### src/hdl/jddm_pkg.sv
// Shared constants, codes and stage payload types for the joystick drive mixer.
`default_nettype none
package jddm_pkg;

   // Stick sample width; the center and full scale follow from it.
   localparam int STICK_BITS = 11;
   localparam int SPEED_BITS = 7;
   localparam int MODE_BITS = 4;
   localparam int DEADBAND_BITS = 11;
   localparam int COMPARE_BITS = 13;

   localparam int STICK_CENTRE = 2 ** (STICK_BITS - 1);
   localparam int STICK_FULL = 2 ** STICK_BITS - 1;

   // Compare value is distance * speed / SPEED_DIVISOR, saturated.
   localparam int SPEED_DIVISOR = 25;
   localparam logic [COMPARE_BITS-1:0] COMPARE_MAX = {COMPARE_BITS{1'b1}};

   localparam logic [DEADBAND_BITS-1:0] DEADBAND_LOW_RESET = DEADBAND_BITS'(819);
   localparam logic [DEADBAND_BITS-1:0] DEADBAND_HIGH_RESET = DEADBAND_BITS'(1228);

   // Product of a distance and the speed factor.
   localparam int PROD_BITS = STICK_BITS + SPEED_BITS;

   // Register map.
   localparam int CSR_INDEX_BITS = 1;
   typedef enum logic [CSR_INDEX_BITS-1:0] {
      CSR_DEADBAND_LOW  = 1'b0,
      CSR_DEADBAND_HIGH = 1'b1
   } csr_index_type;

   // Spin mode codes, only meaningful inside the center deadband.
   localparam logic [MODE_BITS-1:0] MODE_SPIN_LEFT = 4'd1;
   localparam logic [MODE_BITS-1:0] MODE_STOP = 4'd2;
   localparam logic [MODE_BITS-1:0] MODE_SPIN_RIGHT = 4'd3;

   typedef struct packed {
      logic [STICK_BITS-1:0] dist_left;
      logic [STICK_BITS-1:0] dist_right;
      logic [SPEED_BITS-1:0] speed;
      logic                  left_reverse;
      logic                  right_reverse;
      logic                  hit;
   } dist_type;

   typedef struct packed {
      logic [PROD_BITS-1:0] prod_left;
      logic [PROD_BITS-1:0] prod_right;
      logic                 left_reverse;
      logic                 right_reverse;
      logic                 hit;
   } prod_type;

endpackage
`default_nettype wire

### src/hdl/jddm_req_if.sv
// Request channel: one joystick sample word with valid/ready.
`default_nettype none
interface jddm_req_if;
   logic                                valid;
   logic                                ready;
   logic [jddm_pkg::STICK_BITS-1:0]     stick_x;
   logic [jddm_pkg::STICK_BITS-1:0]     stick_y;
   logic [jddm_pkg::SPEED_BITS-1:0]     speed;
   logic [jddm_pkg::MODE_BITS-1:0]      spin_mode;

   modport source (output valid, stick_x, stick_y, speed, spin_mode, input ready);
   modport sink (input valid, stick_x, stick_y, speed, spin_mode, output ready);
endinterface
`default_nettype wire

### src/hdl/jddm_rsp_if.sv
// Response channel: one motor command word with valid/ready.
`default_nettype none
interface jddm_rsp_if;
   logic                                valid;
   logic                                ready;
   logic [jddm_pkg::COMPARE_BITS-1:0]   left_compare;
   logic [jddm_pkg::COMPARE_BITS-1:0]   right_compare;
   logic                                left_reverse;
   logic                                right_reverse;
   logic                                rule_matched;

   modport source (output valid, left_compare, right_compare, left_reverse,
                   right_reverse, rule_matched, input ready);
   modport sink (input valid, left_compare, right_compare, left_reverse,
                 right_reverse, rule_matched, output ready);
endinterface
`default_nettype wire

### src/hdl/jddm_decode.sv
// Input register and region decode into registered per-motor distances.
`default_nettype none
module jddm_decode (
   input  wire logic                                 clock,
   input  wire logic                                 reset,
   jddm_req_if.sink                                  req,
   input  wire logic [jddm_pkg::DEADBAND_BITS-1:0]   deadband_low,
   input  wire logic [jddm_pkg::DEADBAND_BITS-1:0]   deadband_high,
   output logic                                      dist_valid,
   input  wire logic                                 dist_ready,
   output jddm_pkg::dist_type                        dist_word
);
   import jddm_pkg::*;

   // Signed compare width covering stick and deadband values.
   localparam int CW = ((STICK_BITS > DEADBAND_BITS) ? STICK_BITS : DEADBAND_BITS) + 2;

   logic                  in_valid_ff;
   logic [STICK_BITS-1:0] x_ff;
   logic [STICK_BITS-1:0] y_ff;
   logic [SPEED_BITS-1:0] speed_ff;
   logic [MODE_BITS-1:0]  mode_ff;
   logic                  in_ready;

   logic                  dist_valid_ff;
   dist_type              dist_ff;
   dist_type              dist_in;

   logic signed [CW-1:0]  xs, ys, lo, hi, cen, full, m, n;
   logic signed [CW-1:0]  dl, dr;
   logic                  in_box, mid_x;

   function automatic logic [STICK_BITS-1:0] clamp_dist(input logic signed [CW-1:0] d);
      if (d <= 0) begin
         clamp_dist = '0;
      end else begin
         clamp_dist = d[STICK_BITS-1:0];
      end
   endfunction

   assign in_ready  = !dist_valid_ff || dist_ready;
   assign req.ready = !in_valid_ff || in_ready;

   always_ff @(posedge clock) begin
      if (reset) begin
         in_valid_ff <= 1'b0;
      end else if (req.ready) begin
         in_valid_ff <= req.valid;
      end
      if (req.valid && req.ready) begin
         x_ff     <= req.stick_x;
         y_ff     <= req.stick_y;
         speed_ff <= req.speed;
         mode_ff  <= req.spin_mode;
      end
   end

   assign xs   = signed'(CW'(x_ff));
   assign ys   = signed'(CW'(y_ff));
   assign lo   = signed'(CW'(deadband_low));
   assign hi   = signed'(CW'(deadband_high));
   assign cen  = signed'(CW'(STICK_CENTRE));
   assign full = signed'(CW'(STICK_FULL));
   assign m    = full - xs;
   assign n    = full - ys;

   assign in_box = (xs < hi) && (ys < hi) && (xs > lo) && (ys > lo);
   assign mid_x  = (xs <= hi) && (xs >= lo);

   // Rules in priority order; no match leaves hit low.
   always_comb begin
      dl = '0;
      dr = '0;
      dist_in.left_reverse  = 1'b0;
      dist_in.right_reverse = 1'b0;
      dist_in.hit           = 1'b1;
      if (in_box && mode_ff == MODE_STOP) begin
         dl = '0;
      end else if (in_box && mode_ff == MODE_SPIN_LEFT) begin
         dl = cen;
         dr = cen;
         dist_in.left_reverse = 1'b1;
      end else if (in_box && mode_ff == MODE_SPIN_RIGHT) begin
         dl = cen;
         dr = cen;
         dist_in.right_reverse = 1'b1;
      end else if (mid_x && ys >= hi) begin
         dl = ys - cen;
         dr = ys - cen;
      end else if (mid_x && ys <= lo) begin
         dl = cen - ys;
         dr = cen - ys;
         dist_in.left_reverse  = 1'b1;
         dist_in.right_reverse = 1'b1;
      end else if (xs > hi && ys > hi) begin
         if (ys >= xs) begin
            dl = ys - cen;
            dr = ys - xs;
         end else begin
            dl = xs - cen;
            dr = xs - ys;
            dist_in.right_reverse = 1'b1;
         end
      end else if (xs < lo && ys > hi) begin
         if (ys > m) begin
            dl = ys - m;
            dr = ys - cen;
         end else begin
            dl = m - ys;
            dr = m;
            dist_in.left_reverse = 1'b1;
         end
      end else if (xs < lo && ys < lo) begin
         if (n > m) begin
            dl = n - cen;
            dr = n - m;
         end
         dist_in.left_reverse  = 1'b1;
         dist_in.right_reverse = 1'b1;
      end else if (xs > hi && ys < lo) begin
         if (n > xs) begin
            dl = n - xs;
            dr = n - cen;
         end
         dist_in.left_reverse  = 1'b1;
         dist_in.right_reverse = 1'b1;
      end else begin
         dist_in.hit = 1'b0;
      end
      dist_in.dist_left  = clamp_dist(dl);
      dist_in.dist_right = clamp_dist(dr);
      dist_in.speed      = speed_ff;
   end

   always_ff @(posedge clock) begin
      if (reset) begin
         dist_valid_ff <= 1'b0;
      end else if (in_ready) begin
         dist_valid_ff <= in_valid_ff;
      end
      if (in_valid_ff && in_ready) begin
         dist_ff <= dist_in;
      end
   end

   assign dist_valid = dist_valid_ff;
   assign dist_word  = dist_ff;

endmodule
`default_nettype wire

### src/hdl/jddm_mult.sv
// Distance times speed for both motors, registered.
`default_nettype none
module jddm_mult (
   input  wire logic                clock,
   input  wire logic                reset,
   input  wire logic                dist_valid,
   output logic                     dist_ready,
   input  wire jddm_pkg::dist_type  dist_word,
   output logic                     prod_valid,
   input  wire logic                prod_ready,
   output jddm_pkg::prod_type       prod
);
   import jddm_pkg::*;

   logic     prod_valid_ff;
   prod_type prod_ff;
   prod_type prod_in;

   assign dist_ready = !prod_valid_ff || prod_ready;

   always_comb begin
      prod_in.prod_left     = PROD_BITS'(dist_word.dist_left) * PROD_BITS'(dist_word.speed);
      prod_in.prod_right    = PROD_BITS'(dist_word.dist_right) * PROD_BITS'(dist_word.speed);
      prod_in.left_reverse  = dist_word.left_reverse;
      prod_in.right_reverse = dist_word.right_reverse;
      prod_in.hit           = dist_word.hit;
   end

   always_ff @(posedge clock) begin
      if (reset) begin
         prod_valid_ff <= 1'b0;
      end else if (dist_ready) begin
         prod_valid_ff <= dist_valid;
      end
      if (dist_valid && dist_ready) begin
         prod_ff <= prod_in;
      end
   end

   assign prod_valid = prod_valid_ff;
   assign prod       = prod_ff;

endmodule
`default_nettype wire

### src/hdl/jddm_out.sv
// Divide by the speed divisor, saturate, hold on no match, output register.
`default_nettype none
module jddm_out (
   input  wire logic                clock,
   input  wire logic                reset,
   input  wire logic                prod_valid,
   output logic                     prod_ready,
   input  wire jddm_pkg::prod_type  prod,
   jddm_rsp_if.source               rsp
);
   import jddm_pkg::*;

   // Reciprocal multiply, exact for every product below 2**PROD_BITS.
   localparam int RECIP_SHIFT = PROD_BITS + 5;
   localparam int RECIP = (2 ** RECIP_SHIFT + SPEED_DIVISOR - 1) / SPEED_DIVISOR;
   localparam int RECIP_BITS = RECIP_SHIFT - 4;
   localparam int FULL_BITS = PROD_BITS + RECIP_BITS;
   localparam int QUOT_BITS = FULL_BITS - RECIP_SHIFT;
   localparam int EXT_BITS = (QUOT_BITS > COMPARE_BITS) ? QUOT_BITS : COMPARE_BITS;

   logic                    out_valid_ff;
   logic [COMPARE_BITS-1:0] left_cmp_ff, right_cmp_ff;
   logic                    left_rev_ff, right_rev_ff, matched_ff;

   logic [COMPARE_BITS-1:0] held_left_cmp_ff, held_right_cmp_ff;
   logic                    held_left_rev_ff, held_right_rev_ff;

   logic [COMPARE_BITS-1:0] left_sat, right_sat;
   logic [COMPARE_BITS-1:0] left_cmp_in, right_cmp_in;
   logic                    left_rev_in, right_rev_in;
   logic                    take;

   function automatic logic [COMPARE_BITS-1:0] div_sat(input logic [PROD_BITS-1:0] p);
      logic [FULL_BITS-1:0] full;
      logic [QUOT_BITS-1:0] q;
      logic [EXT_BITS-1:0]  q_ext;
      full  = FULL_BITS'(p) * FULL_BITS'(RECIP);
      q     = full[FULL_BITS-1:RECIP_SHIFT];
      q_ext = EXT_BITS'(q);
      if (q_ext > EXT_BITS'(COMPARE_MAX)) begin
         div_sat = COMPARE_MAX;
      end else begin
         div_sat = q_ext[COMPARE_BITS-1:0];
      end
   endfunction

   assign prod_ready = !out_valid_ff || rsp.ready;
   assign take       = prod_valid && prod_ready;

   assign left_sat  = div_sat(prod.prod_left);
   assign right_sat = div_sat(prod.prod_right);

   always_comb begin
      if (prod.hit) begin
         left_cmp_in  = left_sat;
         right_cmp_in = right_sat;
         left_rev_in  = prod.left_reverse;
         right_rev_in = prod.right_reverse;
      end else begin
         left_cmp_in  = held_left_cmp_ff;
         right_cmp_in = held_right_cmp_ff;
         left_rev_in  = held_left_rev_ff;
         right_rev_in = held_right_rev_ff;
      end
   end

   always_ff @(posedge clock) begin
      if (reset) begin
         out_valid_ff      <= 1'b0;
         held_left_cmp_ff  <= COMPARE_BITS'(1);
         held_right_cmp_ff <= COMPARE_BITS'(1);
         held_left_rev_ff  <= 1'b0;
         held_right_rev_ff <= 1'b0;
      end else begin
         if (prod_ready) begin
            out_valid_ff <= prod_valid;
         end
         if (take) begin
            held_left_cmp_ff  <= left_cmp_in;
            held_right_cmp_ff <= right_cmp_in;
            held_left_rev_ff  <= left_rev_in;
            held_right_rev_ff <= right_rev_in;
         end
      end
      if (take) begin
         left_cmp_ff  <= left_cmp_in;
         right_cmp_ff <= right_cmp_in;
         left_rev_ff  <= left_rev_in;
         right_rev_ff <= right_rev_in;
         matched_ff   <= prod.hit;
      end
   end

   assign rsp.valid         = out_valid_ff;
   assign rsp.left_compare  = left_cmp_ff;
   assign rsp.right_compare = right_cmp_ff;
   assign rsp.left_reverse  = left_rev_ff;
   assign rsp.right_reverse = right_rev_ff;
   assign rsp.rule_matched  = matched_ff;

endmodule
`default_nettype wire

### src/hdl/joystick_differential_drive_mixer.sv
// Top level of the joystick differential-drive mixer.
`default_nettype none
// Maps one joystick word (X, Y centered at mid-scale, speed, spin mode) to
// left/right PWM compare values and reverse bits. Compare = distance * speed
// / 25, truncated and saturated at 8191; values are raw and can exceed the
// 1023 PWM period. Inside the center deadband the spin mode selects stop,
// spin left or spin right; outside it, forward, backward and four diagonal
// quadrants apply. When no rule matches, the last command is repeated and
// rule_matched is 0. Four registers in a row: input register, region decode
// into the distance register, multiply into the product register, reciprocal
// divide into the output register. A new word is accepted every cycle while
// rsp_ch is ready. Each stage loads whenever it is empty or its word moves
// on, so a stalled rsp_ch backs the pipe up one stage at a time and
// req_ch.ready drops once all four registers hold words. Deadband edges are
// written through the csr_ port; the user must write them only while no word
// is in flight, and the block itself does not enforce it.
module joystick_differential_drive_mixer (
   input  wire logic                                  clock,
   input  wire logic                                  reset,
   jddm_req_if.sink                                   req_ch,
   jddm_rsp_if.source                                 rsp_ch,
   input  wire logic                                  csr_write_enable,
   input  wire logic [jddm_pkg::CSR_INDEX_BITS-1:0]   csr_index,
   input  wire logic [jddm_pkg::DEADBAND_BITS-1:0]    csr_write_data
);
   import jddm_pkg::*;

   // Deadband edges, applied to both axes.
   logic [DEADBAND_BITS-1:0] deadband_low_ff;
   logic [DEADBAND_BITS-1:0] deadband_high_ff;

   // Stage links.
   logic     dist_valid, dist_ready;
   dist_type dist_word;
   logic     prod_valid, prod_ready;
   prod_type prod;

   always_ff @(posedge clock) begin
      if (reset) begin
         deadband_low_ff  <= DEADBAND_LOW_RESET;
         deadband_high_ff <= DEADBAND_HIGH_RESET;
      end else if (csr_write_enable) begin
         case (csr_index_type'(csr_index))
            CSR_DEADBAND_LOW:  deadband_low_ff  <= csr_write_data;
            CSR_DEADBAND_HIGH: deadband_high_ff <= csr_write_data;
            default: ;
         endcase
      end
   end

   // Input register + region decode -> distances.
   jddm_decode u_decode (
      .clock         (clock),
      .reset         (reset),
      .req           (req_ch),
      .deadband_low  (deadband_low_ff),
      .deadband_high (deadband_high_ff),
      .dist_valid    (dist_valid),
      .dist_ready    (dist_ready),
      .dist_word     (dist_word)
   );

   // Distance * speed.
   jddm_mult u_mult (
      .clock      (clock),
      .reset      (reset),
      .dist_valid (dist_valid),
      .dist_ready (dist_ready),
      .dist_word  (dist_word),
      .prod_valid (prod_valid),
      .prod_ready (prod_ready),
      .prod       (prod)
   );

   // Divide by 25, saturate, hold, response register.
   jddm_out u_out (
      .clock      (clock),
      .reset      (reset),
      .prod_valid (prod_valid),
      .prod_ready (prod_ready),
      .prod       (prod),
      .rsp        (rsp_ch)
   );

   // Deadband edges come out of reset at their defaults.
   a_deadband_reset: assert property (@(posedge clock)
      reset |=> (deadband_low_ff == DEADBAND_LOW_RESET) &&
                (deadband_high_ff == DEADBAND_HIGH_RESET))
      else $error("deadband registers not at reset value");

   // Left-only reverse is spin left or upper-left turn: right never slower.
   a_left_turn_order: assert property (@(posedge clock) disable iff (reset)
      rsp_ch.valid && rsp_ch.rule_matched && rsp_ch.left_reverse &&
      !rsp_ch.right_reverse |-> rsp_ch.right_compare >= rsp_ch.left_compare)
      else $error("left reverse with right compare below left");

   // A stalled distance word must not be overwritten between stages.
   a_dist_hold: assert property (@(posedge clock) disable iff (reset)
      dist_valid && !dist_ready |=> dist_valid && $stable(dist_word))
      else $error("distance stage lost a word under stall");

endmodule
`default_nettype wire
### src/flat_wrapper.sv
// flat-port wrapper written by rule: the top's interface ports become plain ports
module joystick_differential_drive_mixer_flat import jddm_pkg::*;
  (clock, reset, csr_write_enable, csr_index, csr_write_data, req_ch_valid, req_ch_stick_x, req_ch_stick_y, req_ch_speed, req_ch_spin_mode, req_ch_ready, rsp_ch_valid, rsp_ch_left_compare, rsp_ch_right_compare, rsp_ch_left_reverse, rsp_ch_right_reverse, rsp_ch_rule_matched, rsp_ch_ready);
  jddm_req_if req_ch_i ();
  jddm_rsp_if rsp_ch_i ();
  input  wire logic clock;
  input  wire logic reset;
  input  wire logic csr_write_enable;
  input  wire logic [jddm_pkg::CSR_INDEX_BITS-1:0] csr_index;
  input  wire logic [jddm_pkg::DEADBAND_BITS-1:0] csr_write_data;
  input wire logic [$bits(req_ch_i.valid)-1:0] req_ch_valid;
  input wire logic [$bits(req_ch_i.stick_x)-1:0] req_ch_stick_x;
  input wire logic [$bits(req_ch_i.stick_y)-1:0] req_ch_stick_y;
  input wire logic [$bits(req_ch_i.speed)-1:0] req_ch_speed;
  input wire logic [$bits(req_ch_i.spin_mode)-1:0] req_ch_spin_mode;
  output wire logic [$bits(req_ch_i.ready)-1:0] req_ch_ready;
  output wire logic [$bits(rsp_ch_i.valid)-1:0] rsp_ch_valid;
  output wire logic [$bits(rsp_ch_i.left_compare)-1:0] rsp_ch_left_compare;
  output wire logic [$bits(rsp_ch_i.right_compare)-1:0] rsp_ch_right_compare;
  output wire logic [$bits(rsp_ch_i.left_reverse)-1:0] rsp_ch_left_reverse;
  output wire logic [$bits(rsp_ch_i.right_reverse)-1:0] rsp_ch_right_reverse;
  output wire logic [$bits(rsp_ch_i.rule_matched)-1:0] rsp_ch_rule_matched;
  input wire logic [$bits(rsp_ch_i.ready)-1:0] rsp_ch_ready;
  assign req_ch_i.valid = req_ch_valid;
  assign req_ch_i.stick_x = req_ch_stick_x;
  assign req_ch_i.stick_y = req_ch_stick_y;
  assign req_ch_i.speed = req_ch_speed;
  assign req_ch_i.spin_mode = req_ch_spin_mode;
  assign req_ch_ready = req_ch_i.ready;
  assign rsp_ch_valid = rsp_ch_i.valid;
  assign rsp_ch_left_compare = rsp_ch_i.left_compare;
  assign rsp_ch_right_compare = rsp_ch_i.right_compare;
  assign rsp_ch_left_reverse = rsp_ch_i.left_reverse;
  assign rsp_ch_right_reverse = rsp_ch_i.right_reverse;
  assign rsp_ch_rule_matched = rsp_ch_i.rule_matched;
  assign rsp_ch_i.ready = rsp_ch_ready;
  joystick_differential_drive_mixer u_core (.clock(clock), .reset(reset), .req_ch(req_ch_i), .rsp_ch(rsp_ch_i), .csr_write_enable(csr_write_enable), .csr_index(csr_index), .csr_write_data(csr_write_data));
endmodule
### config.mk
export PLATFORM = sky130hd
export DESIGN_NAME = joystick_differential_drive_mixer_flat
export DESIGN_NICKNAME = d
export VERILOG_FILES = /design/src/hdl/jddm_pkg.sv /design/src/hdl/jddm_req_if.sv /design/src/hdl/jddm_rsp_if.sv /design/src/hdl/jddm_decode.sv /design/src/hdl/jddm_mult.sv /design/src/hdl/jddm_out.sv /design/src/hdl/joystick_differential_drive_mixer.sv /design/src/flat_wrapper.sv
export SDC_FILE = /design/constraint.sdc
export NUM_CORES = 2
export LEC_CHECK = 0
export BUFFER_PORTS_ARGS = -buffer_cell sky130_fd_sc_hd__buf_4
export CORE_MARGIN = 2
export CORE_UTILIZATION = 45
export CTS_BUF_LIST = sky130_fd_sc_hd__clkbuf_4 sky130_fd_sc_hd__clkbuf_8
export DETAILED_ROUTE_END_ITERATION = 6
export PLACE_DENSITY_LB_ADDON = 0.15
export SETUP_SLACK_MARGIN = 0.02
export SLEW_MARGIN = 40
export SYNTH_ARGS = -nofsm -noshare
export SYNTH_HDL_FRONTEND = slang
export SYNTH_SLANG_ARGS = --single-unit
### constraint.sdc
create_clock -name clock -period 6.2 [get_ports clock]
set_clock_uncertainty 0.2 [all_clocks]
set_input_delay 0.31 -clock clock [delete_from_list [all_inputs] [get_ports clock]]
set_output_delay 0.31 -clock clock [all_outputs]
set_load 0.02 [all_outputs]
==> metrics.yaml <==
run_status:
  status: "finished with violations"
  violations: "negative setup slack"
timing:
  finalHoldViolCount: 0
  post-route-period-util: 1.04
  final_max_slew_viol_count: 0
  period_needed_ns: 6.44
  max_freq_mhz: 155
  tightestPinTransition_ns: 0.869
  holdWs_ns: 0.0854
  setup_slack_ns: -0.235
  setup_viol: 36
  relSlewSlack: 0.420
  rsz0062_at_grt: "yes"
  tns_ns: -4.32
synthesis:
  ys_types: 95
  yosys.area_share.xor_xnor: 0.0267
  synth_cells: 2862
  ys_top_cells_by_count: "inv_1, ha_1, fa_1"
  ys_top_cells_by_area: "fa_1, ha_1, edfxtp_1"
  synth_top_family_by_area: "adder cells"
  yosys_most_used_dff: "edfxtp_1"
  synthMuxAreaShare: 0.00630
  syn_area_um2: 27200
  yosys.area_share.simple: 0.112
  async_reset_ff_frac: 0
  ys_warn_count: 0
  synth_top_area_frac: 0.240
  seq_area_frac_synth: 0.186
  synth_most_common_cell: "inv_1"
  synth_seq_cells: 187
  syn_area_per_cell_um2: 9.51
  synth_edf_count: 133
  syn_nets: 3703
  synth_top_cell_by_area: "fa_1"
  synth-compound-area-share: 0.122
  synthAdderAreaFrac: 0.453
placement:
  io_buffers: 80
  place_ws_ns: -0.307
  place_hpwl_um: 61200
  place.gp.congestion: 0.977
global_routing:
  antenna_found_initial: 1
  grt.total_usage: 0.243
  gr-total-overflow: 0
  grt_pass1_wl_um: 119000
  grt_max_degree: 57
  grt_pass1_vias: 21800
floorplanning:
  coreArea_um2: 60100
  die_x_um: 250
  placementRows: 90
  start_util: 0.453
  die_area_um2: 62500
  die_h_um: 250
  top_level_ports: 81
worst_setup_path:
  arrival_ns: 6.53
  critical_path_class: "reg2reg"
  crit_path_end_kind: "flip-flop"
  r2r_start: "u_core.u_mult.prod[27]$_DFFE_PP_"
  path_max_fanout: 4
  worstPathRequired_ns: 6.30
  crit_path_start_kind: "flip-flop"
  crit_start: "u_core.u_mult.prod[27]$_DFFE_PP_"
job:
  cap_viol_max_count: 0
route:
  wirelength_um: 74300
  antenna_left: 0
  firstDrtPassIters: 5
  num_vias: 20800
  via_per_inst: 5.32
  drt-initial-drc-count: 1281
  remaining_drc_errors: 0
  routedWlPerCell_um: 19.0
clock_tree:
  insertion_delay_ns: 0.57
  cts_tree: "built"
  cts_max_level: 4
  clockBufferDepth: 2
  cts_sinks: 187
  cts-root-buf: "clkbuf_8"
  clk_pin_slew_ns: 0.13
  cts_buffers: 17
layout:
  area_growth_pct: 16.4
  final_layout_size_suffix_gt1_frac: 0.151
  regArea_um2: 5070
  fillers: 5556
  num_antenna_cells: 0
  multi_input_area_um2: 20300
  nets: 3966
hold_path:
  min_from: "reset"
  hold_class: "in2reg"
-- routing by layer --
metal,GRT usage,vias to the layer above,wire length [µm],part of all wire
met4,0.0992,2,2890,0.039
met5,0,-,14,0.00019
met1,0.319,10200,32500,0.44
met2,0.413,505,36100,0.49
met3,0.0236,133,2800,0.038
li1,-,9963,-,-
-- per-stage QoR --
stage,area [µm²],std cells,utilization
finish,31700,3920,0.527
global placement,29800,3801,0.496
global route,31700,3920,0.527
detailed placement,29800,3802,0.496
CTS,31300,3907,0.520
floorplan,27400,2862,-
-- placed cells by master (no fill, tap or decap), types with 12 or more instances in the layout --
cell / count
edfxtp_1: 133
xnor2_1: 63
buf_4: 242
nor2b_1: 14
dfxtp_1: 54
fa_1: 315
nand3_1: 43
ha_1: 440
a211oi_2: 25
nor3_1: 39
buf_6: 17
o21a_1: 16
o21ai_0: 57
nor2_4: 21
o211ai_1: 13
dlygate4sd3_1: 54
and2_1: 57
and3_1: 12
inv_2: 16
a21oi_1: 141
a21oi_2: 12
inv_1: 572
nand2b_1: 16
a211oi_1: 16
o21bai_1: 26
a21o_1: 40
ha_4: 24
nor2_1: 147
xor2_1: 18
nand4_1: 15
nand2_1: 218
clkbuf_8: 17
-- critical path: stages (launching register included) --
cell      delay [ns]
edfxtp_1        0.49
buf_6           0.16
fa_1            0.57
inv_2           0.06
fa_1            0.50
inv_2           0.05
fa_2            0.53
fa_2            0.44
fa_1            0.53
inv_2           0.04
fa_1            0.51
inv_2           0.05
ha_4            0.21
a21oi_2         0.12
o21a_1          0.14
o221ai_2        0.11
a21oi_4         0.21
a31oi_4         0.14
o41ai_4         0.28
buf_4           0.21
nor2b_1         0.06
or3_4           0.34
a21oi_4         0.15
a21oi_2         0.07
-- sequential cells by signal (all words and copies together), names as in the netlist, 4 cells and up --
signal / flops
u_core.u_decode.speed_ff: 7
u_core.deadband_low_ff: 11
u_core.u_out.rsp.left_compare: 13
u_core.u_decode.mode_ff: 4
u_core.u_out.rsp.right_compare: 13
u_core.u_decode.y_ff: 11
u_core.u_out.held_left_cmp_ff: 13
u_core.u_decode.x_ff: 11
u_core.u_decode.dist_word: 32
u_core.u_mult.prod: 39
u_core.u_out.held_right_cmp_ff: 13
u_core.deadband_high_ff: 11
-- final timing paths --
| check | slack [ns] | cells after the start | end |
|---|---|---|---|
| hold / removal | 0.09 | 2 | u_core.u_mult.prod_valid$_SDFFE_PP0P_ |
| setup / recovery | -0.24 | 23 | u_core.u_out.rsp.left_compare[10]$_DFFE_PP_ |
| hold reg to reg | 0.23 | 0 | u_core.u_decode.dist_word[5]$_DFFE_PP_ |
| setup reg to reg | -0.24 | 23 | u_core.u_out.rsp.left_compare[10]$_DFFE_PP_ |
-- what timing repair did --
| item | in CTS | in global routing |
|---|---|---|
| hold endpoints to repair | 58 | 0 |
| hold buffers | 54 | 0 |
| resized for setup | 73 | 54 |
| endpoints found under the setup margin | 52 | 52 |
| gates cloned | 1 | 0 |
| pin swaps | 60 | 51 |
| setup buffers | 18 | 12 |
-- cells by family (layout without fill, tap and decap cells) --
logic type,count (synthesis),count (layout)
adders and majority gates,791,791
buffers and inverters,665,941
and+or+nand+nor,640,640
AOI/OAI and AO/OA,480,480
DFF,187,187
xor gates and xnor gates,83,83
muxes,16,16
-- final cells by class --
type,instances,share of cell area
Sequential cell,187,0.160
Timing Repair Buffer,318,0.0831
Clock buffer,18,0.00762
Multi-Input combinational cell,2010,0.642
Clock inverter,14,0.00592
Inverter,591,0.0700
Tap cell,782,0.0309
Power is left out: the tool's default activity adds up to more than one toggle a clock period on the data nets, which glitch-free logic cannot reach.
